`config.mk`:
```
export PLATFORM = sky130hd
export DESIGN_NAME = accel_stillness_orientation
export DESIGN_NICKNAME = d
export VERILOG_FILES = /design/src/hdl/aso_pkg.sv /design/src/hdl/accel_stillness_orientation.sv /design/src/hdl/aso_ctrl.sv /design/src/hdl/aso_datapath.sv
export SDC_FILE = /design/constraint.sdc
export NUM_CORES = 2
export LEC_CHECK = 0
export BUFFER_PORTS_ARGS = -buffer_cell sky130_fd_sc_hd__buf_4
export CORE_MARGIN = 3
export CORE_UTILIZATION = 44
export CTS_BUF_LIST = sky130_fd_sc_hd__clkbuf_8
export CTS_CLUSTER_DIAMETER = 200
export DETAILED_ROUTE_END_ITERATION = 8
export GPL_TIMING_DRIVEN = 0
export HOLD_SLACK_MARGIN = 0.12
export PLACE_DENSITY = 0.64
export SYNTH_ARGS = -nofsm -noshare
export SYNTH_HDL_FRONTEND = slang
export SYNTH_SLANG_ARGS = --single-unit
```
`constraint.sdc`:
```
create_clock -name clk -period 10.6 [get_ports clk]
set_input_delay 1.06 -clock clk [delete_from_list [all_inputs] [get_ports clk]]
set_output_delay 1.06 -clock clk [all_outputs]
set_load 0.02 [all_outputs]
```
`src/hdl/aso_pkg.sv`:
```
`timescale 1ns / 1ps
// ----------------------------------------------------------------------------
// aso_pkg
// Shared types and constants for the stillness and orientation detector.
// ----------------------------------------------------------------------------
package aso_pkg;

  // Field widths
  localparam int ACCEL_BITS = 16;
  localparam int TIME_BITS  = 32;
  localparam int FACE_BITS  = 5;

  // Configuration register widths
  localparam int FMAP_W = 24;
  localparam int THR_W  = 15;
  localparam int GRAV_W = 15;
  localparam int STIME_W = 31;
  localparam int COS_W  = 17;
  localparam int CFG_DATA_W = 31;
  localparam int CFG_IDX_W  = 3;

  // Derived datapath widths
  localparam int SQ_W   = 2 * ACCEL_BITS - 1;            // one axis squared
  localparam int SUM_W  = 2 * ACCEL_BITS;                // sum of three squares
  localparam int BSUM_W = THR_W + 1;                     // gravity + threshold
  localparam int BND_W  = 2 * BSUM_W;                    // squared bound
  localparam int PROD_W = COS_W + SUM_W;                 // cos^2 * sum
  localparam int Q16    = 16;
  localparam int CMP_W  = (ACCEL_BITS > THR_W) ? ACCEL_BITS : THR_W;
  localparam int SCMP_W = (SUM_W > BND_W) ? SUM_W : BND_W;

  // Register indexes
  localparam logic [CFG_IDX_W-1:0] REG_FACE_MAP   = 3'd0;
  localparam logic [CFG_IDX_W-1:0] REG_MOTION_THR = 3'd1;
  localparam logic [CFG_IDX_W-1:0] REG_GRAVITY    = 3'd2;
  localparam logic [CFG_IDX_W-1:0] REG_STILL_TIME = 3'd3;
  localparam logic [CFG_IDX_W-1:0] REG_SLOPE_COS  = 3'd4;

  // Register reset values
  localparam logic [FMAP_W-1:0]  FACE_MAP_RST   = 24'h456321;
  localparam logic [THR_W-1:0]   MOTION_THR_RST = 15'd150;
  localparam logic [GRAV_W-1:0]  GRAVITY_RST    = 15'd9800;
  localparam logic [STIME_W-1:0] STILL_TIME_RST = 31'd1000000;
  localparam logic [COS_W-1:0]   SLOPE_COS_RST  = 17'd61147;

  // Result codes
  localparam logic [FACE_BITS-1:0] FACE_MOVING = 5'd0;
  localparam logic [FACE_BITS-1:0] FACE_TILTED = 5'h1F;

  // Motion state
  typedef enum logic [2:0] {
    MS_MOVING  = 3'b001,
    MS_TIMING  = 3'b010,
    MS_STOPPED = 3'b100
  } motion_t;

  // Controller to datapath
  typedef struct packed {
    logic load;     // take the input word
    logic mag;      // magnitudes, deltas, bounds
    logic sq;       // per-axis squares, dominant axis
    logic sum;      // sum of squares
    logic tilt;     // tilt product, stillness, elapsed time
    logic commit;   // update state, load result
  } cmd_t;

  // Datapath to controller
  typedef struct packed {
    logic stall;    // a result is due but the output slot is occupied
  } status_t;

endpackage

```
`src/hdl/accel_stillness_orientation.sv`:
```
`timescale 1ns / 1ps
// ----------------------------------------------------------------------------
// accel_stillness_orientation
// Stillness and resting-face detector for a three-axis accelerometer.
// ----------------------------------------------------------------------------
// Each sample word occupies the block for the idle state in which it is
// accepted and five sequencer phases (magnitudes and deltas, squares, sum,
// tilt product, decision), set by the controller stepping one sample at a
// time through the shared datapath. A result, when there is one, is loaded
// into the output register on leaving the decision phase, and the next word
// is accepted only once the block is back in idle, so a word cannot be taken
// before the last one is through. A result waiting in the output register
// does not block acceptance, but a decision that yields a result holds while
// that register stays occupied. Results are 0 for a moving sample, one face
// value when stillness has lasted still_time_us, or -1 when the tilt is too
// large. Configuration writes are always accepted and must be issued while
// the block is idle.
module accel_stillness_orientation (
  input  logic                            clk,
  input  logic                            rst,
  // sample stream; tdata from bit 0: accel_x, accel_y, accel_z, sample_time_us
  input  logic                            s_axis_tvalid,
  output logic                            s_axis_tready,
  input  logic [79:0]                     s_axis_tdata,
  // result stream; tdata from bit 0: face_number, zero padding
  output logic                            m_axis_tvalid,
  input  logic                            m_axis_tready,
  output logic [7:0]                      m_axis_tdata,
  // configuration write
  input  logic                            cfg_valid,
  output logic                            cfg_ready,
  input  logic [aso_pkg::CFG_IDX_W-1:0]   cfg_index,
  input  logic [aso_pkg::CFG_DATA_W-1:0]  cfg_data
);
  import aso_pkg::*;

  cmd_t    cmd;
  status_t status;

  logic signed [FACE_BITS-1:0] face_number;

  assign cfg_ready    = 1'b1;
  assign m_axis_tdata = {(8 - FACE_BITS)'(0), face_number};

  aso_ctrl u_ctrl (
    .clk      (clk),
    .rst      (rst),
    .in_valid (s_axis_tvalid),
    .in_ready (s_axis_tready),
    .status   (status),
    .cmd      (cmd)
  );

  aso_datapath u_dp (
    .clk            (clk),
    .rst            (rst),
    .cmd            (cmd),
    .status         (status),
    .accel_x        (s_axis_tdata[15:0]),
    .accel_y        (s_axis_tdata[31:16]),
    .accel_z        (s_axis_tdata[47:32]),
    .sample_time_us (s_axis_tdata[79:48]),
    .cfg_we         (cfg_valid && cfg_ready),
    .cfg_index      (cfg_index),
    .cfg_data       (cfg_data),
    .out_valid      (m_axis_tvalid),
    .out_ready      (m_axis_tready),
    .face_number    (face_number)
  );

endmodule

```
`src/hdl/aso_ctrl.sv`:
```
`timescale 1ns / 1ps
// ----------------------------------------------------------------------------
// aso_ctrl
// Sequencer: steps one sample through the datapath phases.
// ----------------------------------------------------------------------------
module aso_ctrl (
  input  logic             clk,
  input  logic             rst,
  input  logic             in_valid,
  output logic             in_ready,
  input  aso_pkg::status_t status,
  output aso_pkg::cmd_t    cmd
);
  import aso_pkg::*;

  typedef enum logic [5:0] {
    ST_IDLE   = 6'b000001,
    ST_MAG    = 6'b000010,
    ST_SQ     = 6'b000100,
    ST_SUM    = 6'b001000,
    ST_TILT   = 6'b010000,
    ST_DECIDE = 6'b100000
  } state_t;

  state_t state, state_next;

  // Next state
  always_comb begin
    state_next = state;
    case (state)
      ST_IDLE:   if (in_valid) state_next = ST_MAG;
      ST_MAG:    state_next = ST_SQ;
      ST_SQ:     state_next = ST_SUM;
      ST_SUM:    state_next = ST_TILT;
      ST_TILT:   state_next = ST_DECIDE;
      ST_DECIDE: if (!status.stall) state_next = ST_IDLE;
      default:   state_next = ST_IDLE;
    endcase
  end

  always_ff @(posedge clk) begin
    if (rst) begin
      state <= ST_IDLE;
    end else begin
      state <= state_next;
    end
  end

  // Commands
  assign in_ready   = (state == ST_IDLE);
  assign cmd.load   = in_ready && in_valid;
  assign cmd.mag    = (state == ST_MAG);
  assign cmd.sq     = (state == ST_SQ);
  assign cmd.sum    = (state == ST_SUM);
  assign cmd.tilt   = (state == ST_TILT);
  assign cmd.commit = (state == ST_DECIDE) && !status.stall;

endmodule

```
`src/hdl/aso_datapath.sv`:
```
`timescale 1ns / 1ps
// ----------------------------------------------------------------------------
// aso_datapath
// Registers, arithmetic, motion state and output slot of the detector.
// ----------------------------------------------------------------------------
module aso_datapath (
  input  logic                                  clk,
  input  logic                                  rst,
  input  aso_pkg::cmd_t                         cmd,
  output aso_pkg::status_t                      status,
  // sample
  input  logic signed [aso_pkg::ACCEL_BITS-1:0] accel_x,
  input  logic signed [aso_pkg::ACCEL_BITS-1:0] accel_y,
  input  logic signed [aso_pkg::ACCEL_BITS-1:0] accel_z,
  input  logic        [aso_pkg::TIME_BITS-1:0]  sample_time_us,
  // configuration
  input  logic                                  cfg_we,
  input  logic        [aso_pkg::CFG_IDX_W-1:0]  cfg_index,
  input  logic        [aso_pkg::CFG_DATA_W-1:0] cfg_data,
  // result
  output logic                                  out_valid,
  input  logic                                  out_ready,
  output logic signed [aso_pkg::FACE_BITS-1:0]  face_number
);
  import aso_pkg::*;

  localparam int A = ACCEL_BITS;

  // Configuration registers
  logic [FMAP_W-1:0]  face_map;
  logic [THR_W-1:0]   motion_threshold;
  logic [GRAV_W-1:0]  gravity_level;
  logic [STIME_W-1:0] still_time_us;
  logic [COS_W-1:0]   slope_cos_sq;

  always_ff @(posedge clk) begin
    if (rst) begin
      face_map         <= FACE_MAP_RST;
      motion_threshold <= MOTION_THR_RST;
      gravity_level    <= GRAVITY_RST;
      still_time_us    <= STILL_TIME_RST;
      slope_cos_sq     <= SLOPE_COS_RST;
    end else if (cfg_we) begin
      case (cfg_index)
        REG_FACE_MAP:   face_map         <= cfg_data[FMAP_W-1:0];
        REG_MOTION_THR: motion_threshold <= cfg_data[THR_W-1:0];
        REG_GRAVITY:    gravity_level    <= cfg_data[GRAV_W-1:0];
        REG_STILL_TIME: still_time_us    <= cfg_data[STIME_W-1:0];
        REG_SLOPE_COS:  slope_cos_sq     <= cfg_data[COS_W-1:0];
        default: ;
      endcase
    end
  end

  // Input capture
  logic signed [A-1:0]         acc [3];
  logic        [TIME_BITS-1:0] now;

  always_ff @(posedge clk) begin
    if (cmd.load) begin
      acc[0] <= accel_x;
      acc[1] <= accel_y;
      acc[2] <= accel_z;
      now    <= sample_time_us;
    end
  end

  // Persistent state
  logic signed [A-1:0]         prev [3];
  logic        [TIME_BITS-1:0] still_start_time;
  motion_t                     motion_state;

  // Phase 1: magnitudes, per-axis deltas, magnitude bounds
  logic [A-1:0]      mag_c  [3];
  logic [2:0]        delta_ok_c;
  logic [A-1:0]      mag    [3];
  logic [2:0]        delta_ok;
  logic [2:0]        neg;
  logic [BSUM_W-1:0] hi_sum_c;
  logic [BND_W-1:0]  hi_sq;
  logic [BND_W-1:0]  lo_sq;
  logic              lo_en;

  always_comb begin
    for (int i = 0; i < 3; i++) begin
      logic signed [A:0] d;
      logic        [A-1:0] dmag;
      mag_c[i] = acc[i][A-1] ? A'(~acc[i] + 1'b1) : acc[i];
      d        = {acc[i][A-1], acc[i]} - {prev[i][A-1], prev[i]};
      dmag     = d[A] ? A'(~d + 1'b1) : d[A-1:0];
      delta_ok_c[i] = CMP_W'(dmag) < CMP_W'(motion_threshold);
    end
    hi_sum_c = BSUM_W'(gravity_level) + BSUM_W'(motion_threshold);
  end

  always_ff @(posedge clk) begin
    if (cmd.mag) begin
      for (int i = 0; i < 3; i++) begin
        mag[i] <= mag_c[i];
        neg[i] <= acc[i][A-1];
      end
      delta_ok <= delta_ok_c;
      hi_sq    <= hi_sum_c * hi_sum_c;
      lo_en    <= gravity_level > motion_threshold;
      lo_sq    <= BND_W'(BSUM_W'(gravity_level - motion_threshold)
                  * BSUM_W'(gravity_level - motion_threshold));
    end
  end

  // Phase 2: per-axis squares and dominant axis (lowest index on ties)
  logic [SQ_W-1:0] sq [3];
  logic [1:0]      dom_c;
  logic [1:0]      dom;
  logic            dom_neg;

  always_comb begin
    dom_c = 2'd0;
    if (mag[0] < mag[1]) dom_c = 2'd1;
    if (mag[dom_c] < mag[2]) dom_c = 2'd2;
  end

  always_ff @(posedge clk) begin
    if (cmd.sq) begin
      for (int i = 0; i < 3; i++) begin
        sq[i] <= SQ_W'(mag[i] * mag[i]);
      end
      dom     <= dom_c;
      dom_neg <= neg[dom_c];
    end
  end

  // Phase 3: sum of squares
  logic [SUM_W-1:0] s_sum;
  logic [SQ_W-1:0]  dom_sq;

  always_ff @(posedge clk) begin
    if (cmd.sum) begin
      s_sum  <= SUM_W'(sq[0]) + SUM_W'(sq[1]) + SUM_W'(sq[2]);
      dom_sq <= sq[dom];
    end
  end

  // Phase 4: tilt product, stillness, elapsed time
  logic [PROD_W-1:0]    tilt_prod;
  logic                 still;
  logic                 time_ok;
  logic [TIME_BITS-1:0] elapsed_c;

  assign elapsed_c = now - still_start_time;

  always_ff @(posedge clk) begin
    if (cmd.tilt) begin
      tilt_prod <= PROD_W'(slope_cos_sq) * PROD_W'(s_sum);
      still     <= (&delta_ok)
                   && (SCMP_W'(s_sum) < SCMP_W'(hi_sq))
                   && !(lo_en && (SCMP_W'(s_sum) <= SCMP_W'(lo_sq)));
      time_ok   <= elapsed_c >= TIME_BITS'(still_time_us);
    end
  end

  // Decision
  logic                 tilt_ok;
  logic [2:0]           slot;
  logic [3:0]           nibble;
  logic                 need_res;
  logic [FACE_BITS-1:0] res;

  always_comb begin
    tilt_ok  = (s_sum != '0)
               && (PROD_W'({dom_sq, Q16'(0)}) >= tilt_prod);
    slot     = dom_neg ? {1'b0, dom} : ({1'b0, dom} + 3'd3);
    nibble   = face_map[{slot, 2'b00} +: 4];
    need_res = !still || ((motion_state == MS_TIMING) && time_ok);
    if (!still) begin
      res = FACE_MOVING;
    end else if (tilt_ok) begin
      res = {1'b0, nibble};
    end else begin
      res = FACE_TILTED;
    end
  end

  assign status.stall = need_res && out_valid && !out_ready;

  // State update on commit
  always_ff @(posedge clk) begin
    if (rst) begin
      motion_state <= MS_MOVING;
      for (int i = 0; i < 3; i++) begin
        prev[i] <= '0;
      end
    end else if (cmd.commit) begin
      for (int i = 0; i < 3; i++) begin
        prev[i] <= acc[i];
      end
      if (!still) begin
        motion_state <= MS_MOVING;
      end else begin
        case (motion_state)
          MS_MOVING:  motion_state <= MS_TIMING;
          MS_TIMING:  if (time_ok) motion_state <= MS_STOPPED;
          MS_STOPPED: motion_state <= MS_STOPPED;
          default:    motion_state <= MS_STOPPED;
        endcase
      end
    end
  end

  // Start time is written on entry to timing
  always_ff @(posedge clk) begin
    if (cmd.commit && still && (motion_state == MS_MOVING)) begin
      still_start_time <= now;
    end
  end

  // Output slot
  always_ff @(posedge clk) begin
    if (rst) begin
      out_valid <= 1'b0;
    end else if (cmd.commit && need_res) begin
      out_valid <= 1'b1;
    end else if (out_valid && out_ready) begin
      out_valid <= 1'b0;
    end
  end

  always_ff @(posedge clk) begin
    if (cmd.commit && need_res) begin
      face_number <= res;
    end
  end

endmodule
```
==> summary.txt <==
Setup path
  – Crit path buf inv count: 6
  – Worst endpoint data arrival time: roughly 11 ns
  – Critical Path RT: 11.20 ns
  – Critical path type: reg2reg
  – Peak per-stage delay on the critical path: 0.60 ns
  – Cell family with most CP delay: adder cells
  – Slowest library cell on the worst path: dfxtp_1
  – CP Launch Type: register
  – CP Capture Type: register
  – Crit-path most repeated cell: fa_1
  – Crit path max fanout: 10

Hold path
  – Worst Hold Class: in2reg

Global routing
  – Antenna violations before repair: 19
  – Gr busiest metal: met2
  – Largest net degree at the start of global routing: 69
  – Number of global-route vias before repair: 66300
  – Met2 global-route usage: about 39%
  – Met1 Use GR: 31.8%
  – Remaining Overflow, GRT: 0
  – First-pass GRT wire length: 373000 um
  – GRT Total Usage: 24.3%
  – M3 GR Usage: 4.45%

Yosys
  – Top_reg_cell synth: edfxtp_1
  – Sequential area share after synthesis: 19.8%
  – Count of cell types in the netlist: 91
  – Biggest area consumer among synthesized cells: fa_1
  – Ys async rst share: 0%
  – Synth Cell Area: 85400 um^2
  – Yosys Warn Count: 0
  – Synth area leaders: fa_1, edfxtp_1, ha_1
  – Mean area per synthesized cell: 9.45 um^2
  – Top cell type's share of synthesized area: 30.6%
  – Number of synthesized flops with an enable pin: 487
  – Synthesis-stage register bit count: 599
  – Cells after Synth: between 9000 and 10000

STA
  – Clock Skews: around 0.086 ns
  – Max-slew violations: 0
  – Setup TNS after final layout: 0 ns
  – Slew @ Worst Pin: between 1 and 1.5 ns
  – Crit share post-route: 96.7%
  – Worst hold margin: around 0.38 ns
  – Setup ws final: roughly 0.35 ns
  – F_max: 97.5 MHz
  – Tmin final: 10.25 ns
  – Final Hold Vio Count: 0
  – Unrepaired setup endpoints after global routing: no
  – Final setup violation count: 0
  – Normalized max-slew margin: 6.01%

Power and ir drop
  – Max VDD drop: 529 uV
  – Int Pwr: 13.8 mW
  – Clock Power Share: 8.7%
  – Reg power frac: 14.2%
  – Switching share of total power: 49.4%
  – Sw power: 13.5 mW
  – Static leakage: between 40 and 50 nW
  – P per Cell Area: 296 nW/um^2
  – Logic pwr share: a little under 80%

Floorplanning
  – Io pins: between 100 and 150
  – Starting density of the core: between 40 and 50%
  – Chip width: 446 um
  – DIE AREA: 199000 um^2
  – Die Ht: 446 um
  – Core area: ~190000 um^2
  – Rows: 161

Routing
  – ANT nets after route: 0
  – Vias: 63600
  – Vias/cell: ~5.3
  – # DRC: 0
  – DRT Pass-1 Iters: 6
  – Routed length per instance: slightly above 20 um
  – Final WL: 240000 um
  – Starting DRT DRC Count: about 4500

Run status
  – Status: finished, final reports clean

Finish
  – Nets: 11700
  – P&R area growth vs syn: 8.10%
  – Share of cells above drive strength 1: 4.28%

Clock tree
  – Post-CTS Hold Buffers: 0
  – Post-CTS Setup Inserts: 0
  – CTS tree: built
  – Clock root buffer: clkbuf_8
  – Clk Latency, worst-skew pair: 0.86 ns
  – CTS buffer count: around 100
  – # H-tree levels: 3
  – Clock tree sinks: 599
  – Worst-path clk slew: 0.07 ns
  – Max clock buf depth: 3
  – Post-CTS resize count: 0

Placement
  – Place WS: between 0.15 and 0.2 ns
  – Hpwl dp: just under 200000 um
  – RD Place Congestion: 0.961
  – Port-buffer cells: 125

Run
  – Max cap viols: 0
cell usage in the layout, fill, tap and decap left out, types with 18 or more instances in the layout:
cell type and n:
fa_1 1304, ha_1 946, nand4_1 51, mux2i_1 34, or3_1 20, edfxtp_1 487
nor3_1 77, nand2b_1 72, buf_4 132, clkbuf_8 112, nand3b_1 38, nand3_1 69
dfxtp_1 112, o21a_1 52, a211o_1 18, nand2_1 1081, and3_1 34, o21ai_0 239
xnor2_1 301, xor2_1 92, nor2b_1 71, a211oi_1 30, clkinv_1 47, o211ai_1 23
o31ai_1 25, nor4_1 27, a21oi_1 377, nor2_1 470, a31oi_1 31, inv_1 1939
a21o_1 132, clkbuf_1 263, and2_1 298, o21bai_1 45, or2_2 24
area by class of cell:
class,count,area (um^2)
timing repair buffer,147,1280
clock buffer,112,1540
multi-input combinational,6218,60300
inverter,1953,7330
fill,18000,100000
buffer,271,1030
antenna,10,25.0
clock inverter,79,776
sequential,599,16900
tap,2526,3160
power groups by stage:
stage	sequential, mW	clock, mW	combinational (mW)
6_report	3.89	2.39	21.0
3_3_place_gp	3.94	0	20.5
2_1_floorplan	3.89	0	15.7
3_5_place_dp	3.93	0	20.8
4_1_cts	3.89	2.45	21.0
5_1_grt	3.90	2.55	23.8
logic make-up (layout without fill, tap and decap cells):
| family | after synthesis | count (layout) | share of synthesized area (%) |
|---|---|---|---|
| other | 2 | 17 | 0.00880 |
| AO/OA/AOI/OAI | 1123 | 1123 | 8.28 |
| multiplexers | 50 | 50 | 0.676 |
| buffers and inverters | 2224 | 2562 | 9.80 |
| XOR/XNOR | 405 | 405 | 4.17 |
| flip-flops | 599 | 599 | 19.8 |
| adder cells (fa/ha/maj) | 2250 | 2250 | 44.4 |
| AND/OR/NAND/NOR | 2383 | 2383 | 12.9 |
flip-flops by register name (all words and copies together) (netlist names), 2 cells and up:
name / flops
u_dp.mag: 48
u_dp.still_time_us: 31
u_dp.motion_threshold: 15
u_dp.lo_sq: 31
u_dp.gravity_level: 15
u_dp.face_map: 24
u_dp.face_number: 5
u_dp.sq: 90
u_dp.slope_cos_sq: 17
u_dp.dom_sq: 30
u_dp.still_start_time: 32
u_ctrl.state: 6
u_dp.acc: 48
u_dp.prev: 48
u_dp.motion_state: 3
u_dp.hi_sq: 30
u_dp.neg: 3
u_dp.now: 32
u_dp.tilt_prod: 49
u_dp.s_sum: 32
u_dp.dom: 2
u_dp.delta_ok: 3
worst paths after layout:
kind	slack, ns	cells past startpoint	endpoint	start
min	0.38	1	u_dp.now[4]	s_axis_tdata[52]
max reg2reg	0.35	32	u_dp.lo_sq[24]	u_dp.motion_threshold[0]
min reg2reg	0.46	2	u_dp.still_time_us[15]	u_dp.still_time_us[15]
max	0.35	32	u_dp.lo_sq[24]	u_dp.motion_threshold[0]
synthesized netlist by cell type, types with 38 or more instances:
| library cell | number |
|---|---|
| inv_1 | 1918 |
| fa_1 | 1304 |
| nand2_1 | 1081 |
| ha_1 | 946 |
| edfxtp_1 | 487 |
| nor2_1 | 472 |
| a21oi_1 | 377 |
| xnor2_1 | 311 |
| and2_1 | 299 |
| clkbuf_1 | 263 |
| o21ai_0 | 239 |
| a21o_1 | 132 |
| dfxtp_1 | 112 |
| xor2_1 | 93 |
| nor3_1 | 77 |
| nand2b_1 | 73 |
| nor2b_1 | 71 |
| nand3_1 | 69 |
| o21a_1 | 52 |
| nand4_1 | 51 |
| o21bai_1 | 45 |
| nand3b_1 | 38 |
metal layers:
metal	part of all wire (%)	wire length [um]
met5	0.038	90
met4	4.9	11800
met3	7.5	18100
met2	46	110000
met1	41	99400
worst reg2reg max path: cells and delay by family (launching register included):
kind	cells	cell delay, ns
buf+inv	6	0.85
compound gates	11	3.16
flops	1	0.60
xor+xnor	2	0.68
fa+ha+maj	9	4.00
simple gates	4	0.73
metrics by stage:
stage | cells | utilization (%) | power (mW) | cell area, um^2
finish | 11900 | 47.9 | 27.3 | 92300
global route | 11900 | 47.9 | 30.2 | 92300
CTS | 11900 | 47.8 | 27.4 | 92200
detailed placement | 11700 | 46.6 | 24.8 | 89900
global placement | 11700 | 46.4 | 24.5 | 89500
floorplan | 9041 | - | 19.6 | 85400
No activity file was read; power rests on OpenSTA's default activity.
